$ cat src/design/osa_pkg.sv
// osa_pkg: shared types and constants of the owned slot allocator
// no dependencies; imported by osa_tables, osa_mod and owned_slot_allocator
package osa_pkg;

  localparam int DEF_NUM_SLOTS = 64;
  localparam int ID_W          = 7;
  localparam int RND_W         = 16;
  localparam int OP_W          = 2;

  localparam logic [ID_W-1:0] CFG_RESET = 7'd64;

  localparam logic [OP_W-1:0] OP_VIEW    = 2'd0;
  localparam logic [OP_W-1:0] OP_ANY     = 2'd1;
  localparam logic [OP_W-1:0] OP_GIVEN   = 2'd2;
  localparam logic [OP_W-1:0] OP_RELEASE = 2'd3;

  // table access requests, indexes zero-based
  typedef struct packed {
    logic            own_rd;
    logic [ID_W-1:0] own_rd_idx;
    logic            own_wr;
    logic [ID_W-1:0] own_wr_idx;
    logic [ID_W-1:0] own_wr_data;
    logic            hold_rd;
    logic [ID_W-1:0] hold_rd_idx;
    logic            hold_wr;
    logic [ID_W-1:0] hold_wr_idx;
    logic            hold_wr_data;
  } tbl_ctl_t;

  typedef struct packed {
    logic            granted;
    logic [ID_W-1:0] slot;
    logic [ID_W-1:0] owner;
    logic            last;
  } res_t;

endpackage

$ cat src/design/osa_tables.sv
// osa_tables: owner table and holds-a-slot flags, one read and one write port each
// depends on osa_pkg; runs a clearing pass over every entry after reset
module osa_tables #(
  parameter int NUM_SLOTS = osa_pkg::DEF_NUM_SLOTS
) (
  input  logic                     clk,
  input  logic                     rst,
  input  osa_pkg::tbl_ctl_t        ctl,
  output logic [osa_pkg::ID_W-1:0] own_q,
  output logic                     hold_q,
  output logic                     clearing
);
  import osa_pkg::*;

  localparam int IDX_W = (NUM_SLOTS > 1) ? $clog2(NUM_SLOTS) : 1;
  localparam int AW    = (IDX_W > ID_W) ? IDX_W : ID_W;

  function automatic logic [IDX_W-1:0] addr_of(input logic [ID_W-1:0] idx);
    logic [AW-1:0] w;
    w = AW'(idx);
    return w[IDX_W-1:0];
  endfunction

  logic [ID_W-1:0]  owner_mem [NUM_SLOTS];
  logic             hold_mem  [NUM_SLOTS];
  logic [IDX_W-1:0] clr_idx;

  logic             own_we;
  logic [IDX_W-1:0] own_wa;
  logic [ID_W-1:0]  own_wd;
  logic             hold_we;
  logic [IDX_W-1:0] hold_wa;
  logic             hold_wd;

  always_comb begin
    if (clearing) begin
      own_we  = 1'b1;
      own_wa  = clr_idx;
      own_wd  = '0;
      hold_we = 1'b1;
      hold_wa = clr_idx;
      hold_wd = 1'b0;
    end else begin
      own_we  = ctl.own_wr;
      own_wa  = addr_of(ctl.own_wr_idx);
      own_wd  = ctl.own_wr_data;
      hold_we = ctl.hold_wr;
      hold_wa = addr_of(ctl.hold_wr_idx);
      hold_wd = ctl.hold_wr_data;
    end
  end

  always_ff @(posedge clk) begin
    if (rst) begin
      clearing <= 1'b1;
      clr_idx  <= '0;
    end else if (clearing) begin
      if (clr_idx == IDX_W'(NUM_SLOTS - 1)) begin
        clearing <= 1'b0;
      end
      clr_idx <= IDX_W'(clr_idx + 1'b1);
    end
  end

  always_ff @(posedge clk) begin
    if (own_we) begin
      owner_mem[own_wa] <= own_wd;
    end
    if (ctl.own_rd) begin
      own_q <= owner_mem[addr_of(ctl.own_rd_idx)];
    end
  end

  always_ff @(posedge clk) begin
    if (hold_we) begin
      hold_mem[hold_wa] <= hold_wd;
    end
    if (ctl.hold_rd) begin
      hold_q <= hold_mem[addr_of(ctl.hold_rd_idx)];
    end
  end

endmodule

$ cat src/design/osa_mod.sv
// osa_mod: restoring remainder unit, one dividend bit per cycle
// depends on osa_pkg; done pulses in the cycle after the last step
module osa_mod (
  input  logic                      clk,
  input  logic                      rst,
  input  logic                      start,
  input  logic [osa_pkg::RND_W-1:0] dividend,
  input  logic [osa_pkg::ID_W-1:0]  divisor,
  output logic                      done,
  output logic [osa_pkg::ID_W-1:0]  remainder
);
  import osa_pkg::*;

  localparam int STEP_W = $clog2(RND_W);

  logic              busy;
  logic [STEP_W-1:0] step;
  logic [RND_W-1:0]  dvd;
  logic [ID_W-1:0]   div_q;
  logic [ID_W-1:0]   rem;
  logic [ID_W:0]     trial;

  assign trial     = {rem, dvd[RND_W-1]};
  assign remainder = rem;

  always_ff @(posedge clk) begin
    if (rst) begin
      busy <= 1'b0;
      done <= 1'b0;
      step <= '0;
    end else begin
      done <= 1'b0;
      if (start) begin
        busy <= 1'b1;
        step <= '0;
      end else if (busy) begin
        step <= STEP_W'(step + 1'b1);
        if (step == STEP_W'(RND_W - 1)) begin
          busy <= 1'b0;
          done <= 1'b1;
        end
      end
    end
  end

  always_ff @(posedge clk) begin
    if (start) begin
      dvd   <= dividend;
      div_q <= divisor;
      rem   <= '0;
    end else if (busy) begin
      dvd <= {dvd[RND_W-2:0], 1'b0};
      if (trial >= {1'b0, div_q}) begin
        rem <= ID_W'(trial - {1'b0, div_q});
      end else begin
        rem <= trial[ID_W-1:0];
      end
    end
  end

endmodule

$ cat src/design/owned_slot_allocator.sv
// owned_slot_allocator: top level, operation sequencer, output register and config
// depends on osa_pkg, osa_tables and osa_mod
//
// Keeps an owner for each slot and a holds-a-slot flag per requester. After reset
// a clearing pass over every slot runs with s_tready low. One transaction is
// worked at a time; with n active slots a view reads the slots one by one, an
// allocate-any runs a scan counting free slots, the 16-step remainder unit and
// a scan to the chosen slot, and allocate-given and release check a single slot.
// The pace is set by the single read port of the owner table and the bit-serial
// remainder unit; a stalled output holds the sequencer while it waits. The
// output register lets the next transaction be taken while a result waits.
module owned_slot_allocator #(
  parameter int NUM_SLOTS = osa_pkg::DEF_NUM_SLOTS
) (
  input  logic        clk,
  input  logic        rst,
  input  logic        cfg_we,
  input  logic [6:0]  cfg_data,     // slots_in_use
  input  logic        s_tvalid,
  output logic        s_tready,
  input  logic [31:0] s_tdata,      // operation, requester_id, slot_number, random_value
  output logic        m_tvalid,
  input  logic        m_tready,
  output logic [15:0] m_tdata,      // granted, result_slot, slot_owner, zero pad
  output logic        m_tlast       // last
);
  import osa_pkg::*;

  localparam logic [2:0] ST_IDLE   = 3'd0;
  localparam logic [2:0] ST_VIEW   = 3'd1;
  localparam logic [2:0] ST_COUNT  = 3'd2;
  localparam logic [2:0] ST_DIV    = 3'd3;
  localparam logic [2:0] ST_SEARCH = 3'd4;
  localparam logic [2:0] ST_CHECK  = 3'd5;
  localparam logic [2:0] ST_EMIT   = 3'd6;

  logic [2:0]      state, state_next;
  logic [ID_W-1:0] slots_in_use;
  logic [ID_W-1:0] n_act;
  logic [ID_W-1:0] n_q, n_q_next;
  logic [ID_W-1:0] idx, idx_next;
  logic [ID_W-1:0] free_cnt, free_cnt_next;
  logic [ID_W-1:0] seen, seen_next;
  logic [OP_W-1:0] op_q, op_q_next;
  logic [ID_W-1:0] rid_q, rid_q_next;
  logic [ID_W-1:0] slot_q, slot_q_next;
  logic [RND_W-1:0] rnd_q, rnd_q_next;
  logic            rid_ok_q, rid_ok_q_next;
  res_t            res, res_next;
  res_t            out_reg, out_data;
  logic            out_valid, out_load, out_free;

  logic [OP_W-1:0]  in_op;
  logic [ID_W-1:0]  in_rid;
  logic [ID_W-1:0]  in_slot;
  logic [RND_W-1:0] in_rnd;
  logic             in_rid_ok, in_slot_ok;

  tbl_ctl_t        ctl;
  logic [ID_W-1:0] own_q;
  logic            hold_q;
  logic            clearing;
  logic            div_start, div_done;
  logic [ID_W-1:0] div_divisor, div_rem;
  logic [ID_W-1:0] idx_inc, free_inc;

  assign in_op   = s_tdata[1:0];
  assign in_rid  = s_tdata[8:2];
  assign in_slot = s_tdata[15:9];
  assign in_rnd  = s_tdata[31:16];

  always_comb begin
    if (slots_in_use == '0) begin
      n_act = ID_W'(1);
    end else if (32'(slots_in_use) > NUM_SLOTS) begin
      n_act = ID_W'(NUM_SLOTS);
    end else begin
      n_act = slots_in_use;
    end
  end

  assign in_rid_ok  = (in_rid != '0) && (in_rid <= n_act);
  assign in_slot_ok = (in_slot != '0) && (in_slot <= n_act);
  assign s_tready   = (state == ST_IDLE) && !clearing;
  assign out_free   = !out_valid || m_tready;
  assign idx_inc    = ID_W'(idx + 1'b1);
  assign free_inc   = ID_W'(free_cnt + ((own_q == '0) ? 1'b1 : 1'b0));

  osa_tables #(.NUM_SLOTS(NUM_SLOTS)) u_tables (
    .clk      (clk),
    .rst      (rst),
    .ctl      (ctl),
    .own_q    (own_q),
    .hold_q   (hold_q),
    .clearing (clearing)
  );

  osa_mod u_mod (
    .clk       (clk),
    .rst       (rst),
    .start     (div_start),
    .dividend  (rnd_q),
    .divisor   (div_divisor),
    .done      (div_done),
    .remainder (div_rem)
  );

  always_comb begin
    state_next    = state;
    n_q_next      = n_q;
    idx_next      = idx;
    free_cnt_next = free_cnt;
    seen_next     = seen;
    op_q_next     = op_q;
    rid_q_next    = rid_q;
    slot_q_next   = slot_q;
    rnd_q_next    = rnd_q;
    rid_ok_q_next = rid_ok_q;
    res_next      = res;
    ctl           = '0;
    div_start     = 1'b0;
    div_divisor   = free_inc;
    out_load      = 1'b0;
    out_data      = res;

    case (state)
      ST_IDLE: begin
        if (s_tvalid && !clearing) begin
          n_q_next      = n_act;
          op_q_next     = in_op;
          rid_q_next    = in_rid;
          slot_q_next   = in_slot;
          rnd_q_next    = in_rnd;
          rid_ok_q_next = in_rid_ok;
          idx_next      = '0;
          free_cnt_next = '0;
          case (in_op)
            OP_VIEW: begin
              ctl.own_rd     = 1'b1;
              ctl.own_rd_idx = '0;
              state_next     = ST_VIEW;
            end
            OP_ANY: begin
              if (!in_rid_ok) begin
                res_next   = '{1'b0, '0, '0, 1'b1};
                state_next = ST_EMIT;
              end else begin
                ctl.own_rd      = 1'b1;
                ctl.own_rd_idx  = '0;
                ctl.hold_rd     = 1'b1;
                ctl.hold_rd_idx = ID_W'(in_rid - 1'b1);
                state_next      = ST_COUNT;
              end
            end
            default: begin
              if (!in_slot_ok) begin
                res_next   = '{1'b0, in_slot, '0, 1'b1};
                state_next = ST_EMIT;
              end else begin
                ctl.own_rd      = 1'b1;
                ctl.own_rd_idx  = ID_W'(in_slot - 1'b1);
                ctl.hold_rd     = in_rid_ok;
                ctl.hold_rd_idx = ID_W'(in_rid - 1'b1);
                state_next      = ST_CHECK;
              end
            end
          endcase
        end
      end

      ST_VIEW: begin
        if (out_free) begin
          out_load = 1'b1;
          out_data = '{1'b0, idx_inc, own_q, (idx_inc == n_q)};
          if (idx_inc == n_q) begin
            state_next = ST_IDLE;
          end else begin
            ctl.own_rd     = 1'b1;
            ctl.own_rd_idx = idx_inc;
            idx_next       = idx_inc;
          end
        end
      end

      ST_COUNT: begin
        free_cnt_next = free_inc;
        if (idx_inc == n_q) begin
          if (free_inc == '0) begin
            res_next   = '{1'b0, '0, '0, 1'b1};
            state_next = ST_EMIT;
          end else begin
            div_start  = 1'b1;
            state_next = ST_DIV;
          end
        end else begin
          ctl.own_rd     = 1'b1;
          ctl.own_rd_idx = idx_inc;
          idx_next       = idx_inc;
        end
      end

      ST_DIV: begin
        if (div_done) begin
          ctl.own_rd     = 1'b1;
          ctl.own_rd_idx = '0;
          idx_next       = '0;
          seen_next      = '0;
          state_next     = ST_SEARCH;
        end
      end

      ST_SEARCH: begin
        if ((own_q == '0) && (seen == div_rem)) begin
          state_next = ST_EMIT;
          if (hold_q) begin
            res_next = '{1'b0, idx_inc, '0, 1'b1};
          end else begin
            ctl.own_wr       = 1'b1;
            ctl.own_wr_idx   = idx;
            ctl.own_wr_data  = rid_q;
            ctl.hold_wr      = 1'b1;
            ctl.hold_wr_idx  = ID_W'(rid_q - 1'b1);
            ctl.hold_wr_data = 1'b1;
            res_next         = '{1'b1, idx_inc, rid_q, 1'b1};
          end
        end else begin
          if (own_q == '0) begin
            seen_next = ID_W'(seen + 1'b1);
          end
          ctl.own_rd     = 1'b1;
          ctl.own_rd_idx = idx_inc;
          idx_next       = idx_inc;
        end
      end

      ST_CHECK: begin
        state_next = ST_EMIT;
        res_next   = '{1'b0, slot_q, own_q, 1'b1};
        if (rid_ok_q) begin
          if (op_q == OP_GIVEN) begin
            if ((own_q == '0) && !hold_q) begin
              ctl.own_wr       = 1'b1;
              ctl.own_wr_idx   = ID_W'(slot_q - 1'b1);
              ctl.own_wr_data  = rid_q;
              ctl.hold_wr      = 1'b1;
              ctl.hold_wr_idx  = ID_W'(rid_q - 1'b1);
              ctl.hold_wr_data = 1'b1;
              res_next         = '{1'b1, slot_q, rid_q, 1'b1};
            end
          end else begin
            if ((own_q == rid_q) && hold_q) begin
              ctl.own_wr       = 1'b1;
              ctl.own_wr_idx   = ID_W'(slot_q - 1'b1);
              ctl.own_wr_data  = '0;
              ctl.hold_wr      = 1'b1;
              ctl.hold_wr_idx  = ID_W'(rid_q - 1'b1);
              ctl.hold_wr_data = 1'b0;
              res_next         = '{1'b1, slot_q, '0, 1'b1};
            end
          end
        end
      end

      ST_EMIT: begin
        if (out_free) begin
          out_load   = 1'b1;
          out_data   = res;
          state_next = ST_IDLE;
        end
      end

      default: begin
        state_next = ST_IDLE;
      end
    endcase
  end

  always_ff @(posedge clk) begin
    if (rst) begin
      state        <= ST_IDLE;
      slots_in_use <= CFG_RESET;
      out_valid    <= 1'b0;
    end else begin
      state <= state_next;
      if (cfg_we) begin
        slots_in_use <= cfg_data;
      end
      if (out_load) begin
        out_valid <= 1'b1;
      end else if (m_tready) begin
        out_valid <= 1'b0;
      end
    end
  end

  always_ff @(posedge clk) begin
    n_q      <= n_q_next;
    idx      <= idx_next;
    free_cnt <= free_cnt_next;
    seen     <= seen_next;
    op_q     <= op_q_next;
    rid_q    <= rid_q_next;
    slot_q   <= slot_q_next;
    rnd_q    <= rnd_q_next;
    rid_ok_q <= rid_ok_q_next;
    res      <= res_next;
    if (out_load) begin
      out_reg <= out_data;
    end
  end

  assign m_tvalid = out_valid;
  assign m_tdata  = {1'b0, out_reg.owner, out_reg.slot, out_reg.granted};
  assign m_tlast  = out_reg.last;

endmodule

$ cat config.mk
export PLATFORM = sky130hd
export DESIGN_NAME = owned_slot_allocator
export DESIGN_NICKNAME = d
export VERILOG_FILES = /design/src/design/osa_pkg.sv /design/src/design/osa_tables.sv /design/src/design/osa_mod.sv /design/src/design/owned_slot_allocator.sv
export SDC_FILE = /design/constraint.sdc
export NUM_CORES = 1
export LEC_CHECK = 0
export ABC_AREA = 0
export BUFFER_PORTS_ARGS = -buffer_cell sky130_fd_sc_hd__buf_4
export CAP_MARGIN = 20
export CORE_MARGIN = 2
export CORE_UTILIZATION = 60
export CTS_BUF_LIST = sky130_fd_sc_hd__clkbuf_4
export DETAILED_ROUTE_END_ITERATION = 8
export PLACE_DENSITY = 0.88
export SETUP_SLACK_MARGIN = 0.5
export SYNTH_ARGS = -nofsm -noshare
export SYNTH_HDL_FRONTEND = slang
export SYNTH_HIERARCHICAL = 1
export SYNTH_SLANG_ARGS = --single-unit
$ cat constraint.sdc
create_clock -name clk -period 7.5 [get_ports clk]
set_clock_uncertainty 0.15 [all_clocks]
set_input_delay 1.125 -clock clk [delete_from_list [all_inputs] [get_ports clk]]
set_output_delay 1.125 -clock clk [all_outputs]
set_load 0.01 [all_outputs]
== After elaboration in Yosys (flattened, before gate mapping) ==
Memories as Yosys holds them, arrays and structs flattened. A register that Yosys moved wholly into a read port is not among the register bits.
Cells that the tools add are included.
Operators by class
  add/sub/neg operators: 10
  $lt $le $gt $ge: 4
  equality and inequality tests: 26
  multiplexer cells: 94
  bitwise logic cells: 1
  reductions and logical operators: 33
Operator list (number)
  $mux 16: 15
  $mux 15: 6
  $mux 8: 11
  $mux 7: 11
  $pmux 16 s4: 1
  $mux 9: 6
  $pmux 8 s5: 1
  $pmux 7 s5: 1
  $pmux 16 s2: 1
  $pmux 8 s2: 2
  $pmux 15 s2: 1
  $pmux 7 s2: 2
  $sub 7x1->7 const B: 4
  $mux 3: 9
  $eq 7x7->1: 3
  $logic_not 7->1: 3
  $mux 1: 21
  $pmux 3 s7: 1
  $ne 2x2->1 const B: 9
  $pmux 9 s2: 1
  $add 7x1->7 const B: 2
  $le 7x7->1: 2
  $reduce_bool 7->1: 2
  $mux 6: 2
  other kinds (34): 51
Word-level totals
  flip-flop bits (word level): 147
  memory bits (writable): 512
  input bits: 44
  output and inout port bits: 19
  logic and storage cells: 198
  memories: 2
Memories
  u_tables.owner_mem: depth 64, width 7, read ports 1, clocked after Yosys merged registers in 1, wr ports 1, line osa_tables.sv:24  | logic [ID_W-1:0] owner_mem [NUM_SLOTS];
  u_tables.hold_mem: depth 64, width 1, read ports 1, clocked after Yosys merged registers in 1, wr ports 1, line osa_tables.sv:25  | logic hold_mem [NUM_SLOTS];

== Logic depth before layout (Yosys ltp) ==
Gate-level depths: netlist of the first run.
  word-level depth: 9
  mapped depth: 18
  depth with buffers taken out: 16

== Modules after synthesis ==
The synthesis of the first run kept the hierarchy.
Modules (own cells, without submodules)
  osa_tables: instances 1, cells each 1125, area each 21070.2 µm², sequential area each 15755.1 µm²
  owned_slot_allocator: instances 1, cells each 552, area each 5840.6 µm², sequential area each 2982.9 µm²
  osa_mod: instances 1, cells each 165, area each 1876.8 µm², sequential area each 950.9 µm²

== Worst setup path before layout of the first run ==
Ideal clock, no wire load.
  path type: in2reg
  start point: input s_tvalid
  end point: register u_tables/own_q[5] in the netlist's numbering (read register of u_tables.owner_mem) (data pin)
  library setup time: 0.259 ns
  arrival time: 4.486 ns
  required time: 7.091 ns
  path slack: 2.605 ns
  cell stages on the path: 12
  buffers on the path: 3
  path through: nor2b_1 -> nand2_1 -> inv_1 -> nand4_1 -> o22ai_1 -> buf_2 -> buf_6 -> buf_2 -> mux4_2 -> o22ai_1 -> nor2_1 -> a211o_1
RTL lines
  start: declaration: line owned_slot_allocator.sv:19  | input logic s_tvalid,
  end: declaration: line osa_tables.sv:9  | output logic [osa_pkg::ID_W-1:0] own_q,

==> results of run 1 <==
## metal layers
layer / track usage, % / up-vias / wire length (um)
met4: 14.8 / 2 / 3010
met5: 0 / - / 13
met2: 44.7 / 1342 / 33200
met1: 36.5 / 8732 / 24500
met3: 7.56 / 227 / 7780
li1: - / 7588 / -
## per-stage QoR
stage	instance area [sq um]	setup WS [ns]	util, %	power, mW
floorplan	28700	2.65	-	5.80
global placement	29900	1.71	63.1	6.34
detailed placement	29900	1.70	63.1	6.40
CTS	32000	1.87	67.5	9.41
global route	32100	1.50	67.6	9.77
finish	32100	1.81	67.6	9.40
## power by group through the flow
stage	Combinational (mW)	Sequential [mW]	Clock [mW]
floorplan	1.38	4.43	0
global placement	1.86	4.48	0
detailed placement	1.91	4.49	0
CTS	1.92	4.41	3.07
global route	2.08	4.42	3.26
finish	1.97	4.42	3.02
## state kept, by name, summed over array words and instances (netlist names), 2 cells and up
signal,flops
u_tables/own_q,7
res,15
slot_q,7
rnd_q,16
u_tables/hold_mem,64
u_tables/owner_mem,448
u_mod/remainder,7
m_tdata,15
rid_q,7
u_tables/clr_idx,6
seen,7
u_mod/step,4
n_q,7
slots_in_use,7
idx,7
u_mod/div_q,7
op_q,2
u_mod/dvd,16
state,3
free_cnt,7
## worst max path at each step
stage                startpoint  depth (start not counted)                 to
detailed placement  s_tdata[10]                         14  u_tables/own_q[4]
global route             idx[0]                         13  u_tables/own_q[0]
floorplan              s_tvalid                         12  u_tables/own_q[5]
CTS                      idx[0]                         13  u_tables/own_q[4]
finish                   idx[0]                         13  u_tables/own_q[0]
global placement     s_tdata[4]                         14    u_tables/hold_q
## worst max-delay path: cells and delay by family (launching register included)
kind                       cells  cell delay, ns
xor gates and xnor gates       2            0.79
adders and majority gates      1            0.33
buffers and inverters          1            0.48
muxes                          1            0.57
DFF                            1            0.57
and+or+nand+nor                4            0.87
AOI/OAI and AO/OA              4            1.53
## final cells by class
| cell class | count | area [sq um] | area share, % |
|---|---|---|---|
| sequential | 666 | 19700 | 61.4 |
| multi-input combinational | 1042 | 8610 | 26.9 |
| clock buffer | 242 | 1820 | 5.67 |
| tap | 615 | 769 | 2.40 |
| timing repair buffer | 90 | 721 | 2.25 |
| clock inverter | 44 | 273 | 0.851 |
| inverter | 46 | 173 | 0.539 |
| antenna | 3 | 7.51 | 0.0234 |
==> implementation parameters, run 1 <==
Parameter                              Value

Floorplanning
  Starting density of the core ... 60.5%
  # IOs ... 63
  Die Y-Extent ... 223 um
  Die Outline Area ... 49600 sq um
  Core area ... 47400 sq um
  Rows ... 80
  Horizontal extent of the die ... 223 um

STA
  Min cycle time layout ... 5.69 ns
  Final Hold Fails ... 0
  Share of the cycle needed by the critical path after routing ... 75.8%
  Accumulated negative setup slack ... 0 ns
  Final worst hold slack ... 0.109 ns
  Setup repair after global routing missed its margin ... false
  Slew HR ... 37.8%
  Final Slew Violations ... 0
  Actual transition at the worst max-transition pin ... 0.925 ns
  Max Freq ... 176 MHz
  Setup violators final ... 0

Yosys
  Number of cells produced by synthesis ... 1830
  Synthesis warning total ... 6
  Synthesized netlist net count ... 1907
  Cell area after synthesis ... 28700 sq um
  Avg Synthesized Cell Area ... 15.7 sq um

Placed design
  Estimated wirelength of the detail-placed design ... 44100 um
  Final estimated routing congestion in global placement ... 0.987
  Port Buf Inserts ... 61
  Total instance count after detailed placement ... 2457

Setup path
  Delay contributed by the slowest stage of the critical path ... 0.72 ns
  Setup slack of the worst register-to-register path ... 1.81 ns
  Worst path slowest cell ... sky130_fd_sc_hd__o22ai_4
  RR Startpoint ... idx[0]
  Kind of launch point of the worst setup path ... register
  Critical path arrival ... 6.31 ns
  Worst r2r path cells ... 13
  Ordered list of cells on the worst path ... ha_1 > xnor2_1 > xor2_1 > and4_1 > nand4_1 > a21boi_2 > o22ai_4 > buf_12 > mux4_2 > nor2b_1 > a211oi_1 > nor3_1 > a22o_1
  Type of destination of the critical path ... register
  Critical path required time ... 8.12 ns
  Worst Setup Path Type ... register to register
  Crit Reg-Reg Endpoint ... u_tables/own_q[0]
  Maximum fanout along the worst path ... 68

Routing
  DRC errors left ... 0
  Number of nets still failing antenna checks after routing ... 0
  Via total after detailed routing ... 17900
  Total wire length after detailed routing ... 68400 um
  Post-DR vias/cell ... 6.51
  Drt initial violations ... 2341
  Wire length per cell ... 24.9 um
  Router iterations before antenna repair ... 6

Global routing
  Largest net degree at the start of global routing ... 69
  Initial antenna violation count ... 2
  Wire length of the first global-routing pass ... 105000 um
  Number of global-route vias before repair ... 18200
  Aggregate global routing overflow ... 0
  Tot GR Track Use ... 28.3%

Finish
  Filler cell count ... 3098
  Final Non-Filler Cells ... 2748
  Final Net Count ... 2088
  Leading cell type in the layout, fill and taps excluded ... sky130_fd_sc_hd__edfxtp_1
  Ratio of cells with drive above 1 in the final layout ... 25.7%
  Area growth from synthesis to final layout ... 11.6%
  Commonest cells after routing, fill and taps aside ... sky130_fd_sc_hd__edfxtp_1 (635), sky130_fd_sc_hd__clkbuf_4 (243), sky130_fd_sc_hd__nor2_1 (227)

Power
  Internal portion of total power ... 6.61 mW
  Power dissipated by switching net loads ... 2.79 mW
  Reg power frac ... 47.0%
  Max VDD drop ... 0.000205 V
  LEAKAGE ... 9.38 nW
  Share of total power in the clock network ... 32.1%
  Power per standard cell area ... 293 nW/um^2
  Switching Share ... 29.7%
  Comb power frac ... 20.9%

Clocking
  Level count of the clock H-tree ... 4
  Clock insertion delay at the later pin of the skew report ... 1.05 ns
  Number of gates resized after CTS ... 0
  TritonCTS sink count ... 666
  TritonCTS clock tree ... yes
  Clock transition at the register clock pins on the worst setup and hold paths after CTS ... 0.07 ns
  Maximum clock insertion buffer count ... 3
  Root Driver ... sky130_fd_sc_hd__clkbuf_4
  Number of buffers created by CTS ... 165
  Post-CTS Setup Repair Bufs ... 0
  Number of buffers inserted for hold repair after clock tree synthesis ... 0

Hold path
  Depth of the worst hold-timing path ... 1
  Classification of the worst-slack hold path ... input pin to register
  Min-delay src ... s_tdata[17]
  Hold path endpoint ... rnd_q[1]

Status
  Status ... finished, final reports clean

Job
  Number of max-cap violations ... 0
(Power assumes the default switching activity.)
==> inputs of run 2 (changes only) <==
- ABC_AREA: 0 -> 1
- CORE_UTILIZATION: 60 -> 59
- PLACE_DENSITY: 0.88 -> 0.9
- clock period: 7.5 -> 5.1 ns (I/O delays scaled with it)
==> implementation parameters, run 2 <==
Parameter                              Value

Status
  Status ... finished, final reports clean

Global routing
  Grt met3 use ... 7.96% (+0.39 points)
  Met1 capacity usage during global routing ... 37.4% (+0.91 points)
  Aggregate global routing overflow ... 0 (unchanged)
  Tot GR Track Use ... 30.2% (+1.9 points)
  Number of global-route vias before repair ... 23100 (+27%)
  Largest net degree at the start of global routing ... 225 (+230%)
  Routing usage on met2 ... 48.6% (+3.8 points)
  Wire length of the first global-routing pass ... 123000 um (+17%)
  GRT busiest layer ... met2
  Initial antenna violation count ... 3 (+1)

Job
  Number of max-cap violations ... 0 (unchanged)

Routing
  Router iterations before antenna repair ... 6 (unchanged)
  Via total after detailed routing ... 23500 (+31%)
  Drt initial violations ... 3447 (+47%)
  Total wire length after detailed routing ... 79900 um (+17%)
  DRC errors left ... 0 (unchanged)
  Wire length per cell ... 20.7 um (-17%)
  Number of nets still failing antenna checks after routing ... 0 (unchanged)
  Post-DR vias/cell ... 6.09 (-6.4%)

Power
  Max VDD drop ... 0.000520 V (+150%)
  Power per standard cell area ... 500 nW/um^2 (+71%)
  LEAKAGE ... 12.8 nW (+37%)

Floorplanning
  Horizontal extent of the die ... 229 um (+2.9%)
  Die Outline Area ... 52500 sq um (+5.8%)
  Starting density of the core ... 59.8% (-0.77 points)
  Rows ... 82 (+2.5%)
  # IOs ... 63 (unchanged)
  Die Y-Extent ... 229 um (+2.9%)
  Core area ... 50100 sq um (+5.5%)

Setup path
  Critical path required time ... 5.55 ns (-2.57 ns)
  Kind of launch point of the worst setup path ... register
  Type of destination of the critical path ... register
  Worst Setup Path Type ... register to register
  Critical path arrival ... 4.93 ns (-1.38 ns)
  Maximum fanout along the worst path ... 13 (-81%)

Yosys
  Synthesis warning total ... 6 (unchanged)
  Cell area after synthesis ... 29900 sq um (+4.2%)
  Avg Synthesized Cell Area ... 10.4 sq um (-33%)
  Number of cells produced by synthesis ... 2864 (+57%)
  Synthesized netlist net count ... 2941 (+54%)

Finish
  Commonest cells after routing, fill and taps aside ... sky130_fd_sc_hd__nand2_1 (861), sky130_fd_sc_hd__edfxtp_1 (635), sky130_fd_sc_hd__nand3_1 (495)
  Final Non-Filler Cells ... 3855 (+40%)
  Leading cell type in the layout, fill and taps excluded ... sky130_fd_sc_hd__nand2_1
  Leading registers by flop count ... u_tables/owner_mem x448, u_tables/hold_mem x64
  Largest register FFs ... 448 (unchanged)
  Most flop-heavy register ... u_tables/owner_mem
  Area growth from synthesis to final layout ... 12.9%
  Ratio of cells with drive above 1 in the final layout ... 14.8% (-11 points)
  Filler cell count ... 3350 (+8.1%)
  Final core utilization ... 67.5% (-0.11 points)
  Final Net Count ... 3135 (+50%)

Placed design
  Final estimated routing congestion in global placement ... 0.961 (-2.6%)
  Port Buf Inserts ... 61 (unchanged)
  Total instance count after detailed placement ... 3513 (+43%)
  Estimated wirelength of the detail-placed design ... 47900 um (+8.6%)

STA
  Share of the cycle needed by the critical path after routing ... 87.9% (+12 points)
  Min cycle time layout ... 4.48 ns (-1.20 ns)
  Actual transition at the worst max-transition pin ... 0.992 ns (+0.0667 ns)
  Accumulated negative setup slack ... 0 ns (unchanged)
  Slew HR ... 33.9% (-3.9 points)
  Setup violators final ... 0 (unchanged)
  Final worst hold slack ... 0.326 ns (+0.217 ns)
  Final Hold Fails ... 0 (unchanged)
  Final Slew Violations ... 0 (unchanged)
  Setup repair after global routing missed its margin ... false
  Max Freq ... 223 MHz (+27%)

Clocking
  TritonCTS clock tree ... yes
  TritonCTS sink count ... 666 (unchanged)
  Post-CTS Setup Repair Bufs ... 0 (unchanged)
  Clock insertion delay at the later pin of the skew report ... 1.01 ns (-0.04 ns)
  Number of buffers created by CTS ... 161 (-2.4%)
  Level count of the clock H-tree ... 4 (unchanged)
  Clock transition at the register clock pins on the worst setup and hold paths after CTS ... 0.07 ns (about the same)
  Maximum clock insertion buffer count ... 3 (unchanged)
  Root Driver ... sky130_fd_sc_hd__clkbuf_4

Hold path
  Classification of the worst-slack hold path ... input pin to register
==> run 2: report_power, final <==
part	switching (mW)	internal, mW
registers	0.226	6.30
logic	4.04	1.66
clock network	2.16	2.50
total	6.43	10.5
==> run 2: through the flow <==
step,setup slack [ns],area [sq um],power (mW)
final,0.618,33800,16.9
after global routing,0.514,33800,17.7
after CTS,0.616,33700,16.7
after detailed placement,0.599,31000,12.0
after global placement,0.717,31000,11.8
after floorplan,0.975,29900,10.4
==> run 2: area by class of cell <==
type,count,area [sq um],share of cell area [%]
Tap cell,672,841,2.49
Antenna cell,5,12.5,0.0370
Clock inverter,58,488,1.44
Sequential cell,666,19700,58.3
Clock buffer,225,1690,5.00
Multi-Input combinational cell,1900,9030,26.7
Timing Repair Buffer,153,1350,4.00
Inverter,176,672,1.99
==> run 2: path summary, 6_finish.rpt <==
| path | from | slack (ns) | cells past startpoint | to |
|---|---|---|---|---|
| hold / removal | s_tvalid | 0.33 | 7 | state[0] |
| setup reg to reg | u_tables/own_q[0] | 0.62 | 13 | u_tables/owner_mem[59][3] |
| setup / recovery | u_tables/own_q[0] | 0.62 | 13 | u_tables/owner_mem[59][3] |
| hold reg to reg | u_tables/clr_idx[5] | 0.36 | 2 | u_tables/clr_idx[5] |
==> run 2: worst max-delay path, stage by stage, from the launching register on <==
cell and delay [ns]:
sky130_fd_sc_hd__edfxtp_1 0.54, sky130_fd_sc_hd__inv_1 0.25, sky130_fd_sc_hd__nand3_1 0.09, sky130_fd_sc_hd__or2_1 0.26, sky130_fd_sc_hd__inv_1 0.13, sky130_fd_sc_hd__nand4_1 0.09, sky130_fd_sc_hd__buf_4 0.18, sky130_fd_sc_hd__nand2_1 0.09
sky130_fd_sc_hd__nand2_1 0.18, sky130_fd_sc_hd__o21ai_0 0.55, sky130_fd_sc_hd__a21oi_4 0.18, sky130_fd_sc_hd__nor3_2 0.28, sky130_fd_sc_hd__nand2_1 0.34, sky130_fd_sc_hd__nor2_1 0.76
==> run 2: repair_timing <==
action,4_1_cts,5_1_grt
endpoints found under the setup margin,0,7
hold endpoints to repair,52,0
resized for setup,0,4
hold buffers,53,0
==> run 2: layer usage <==
metal | wire length (um) | part of all wire, % | vias to the layer above
li1 | - | - | 10300
met1 | 27700 | 35 | 11000
met2 | 38200 | 48 | 1853
met3 | 9880 | 12 | 347
met4 | 4080 | 5.1 | 0
met5 | 0 | 0 | -
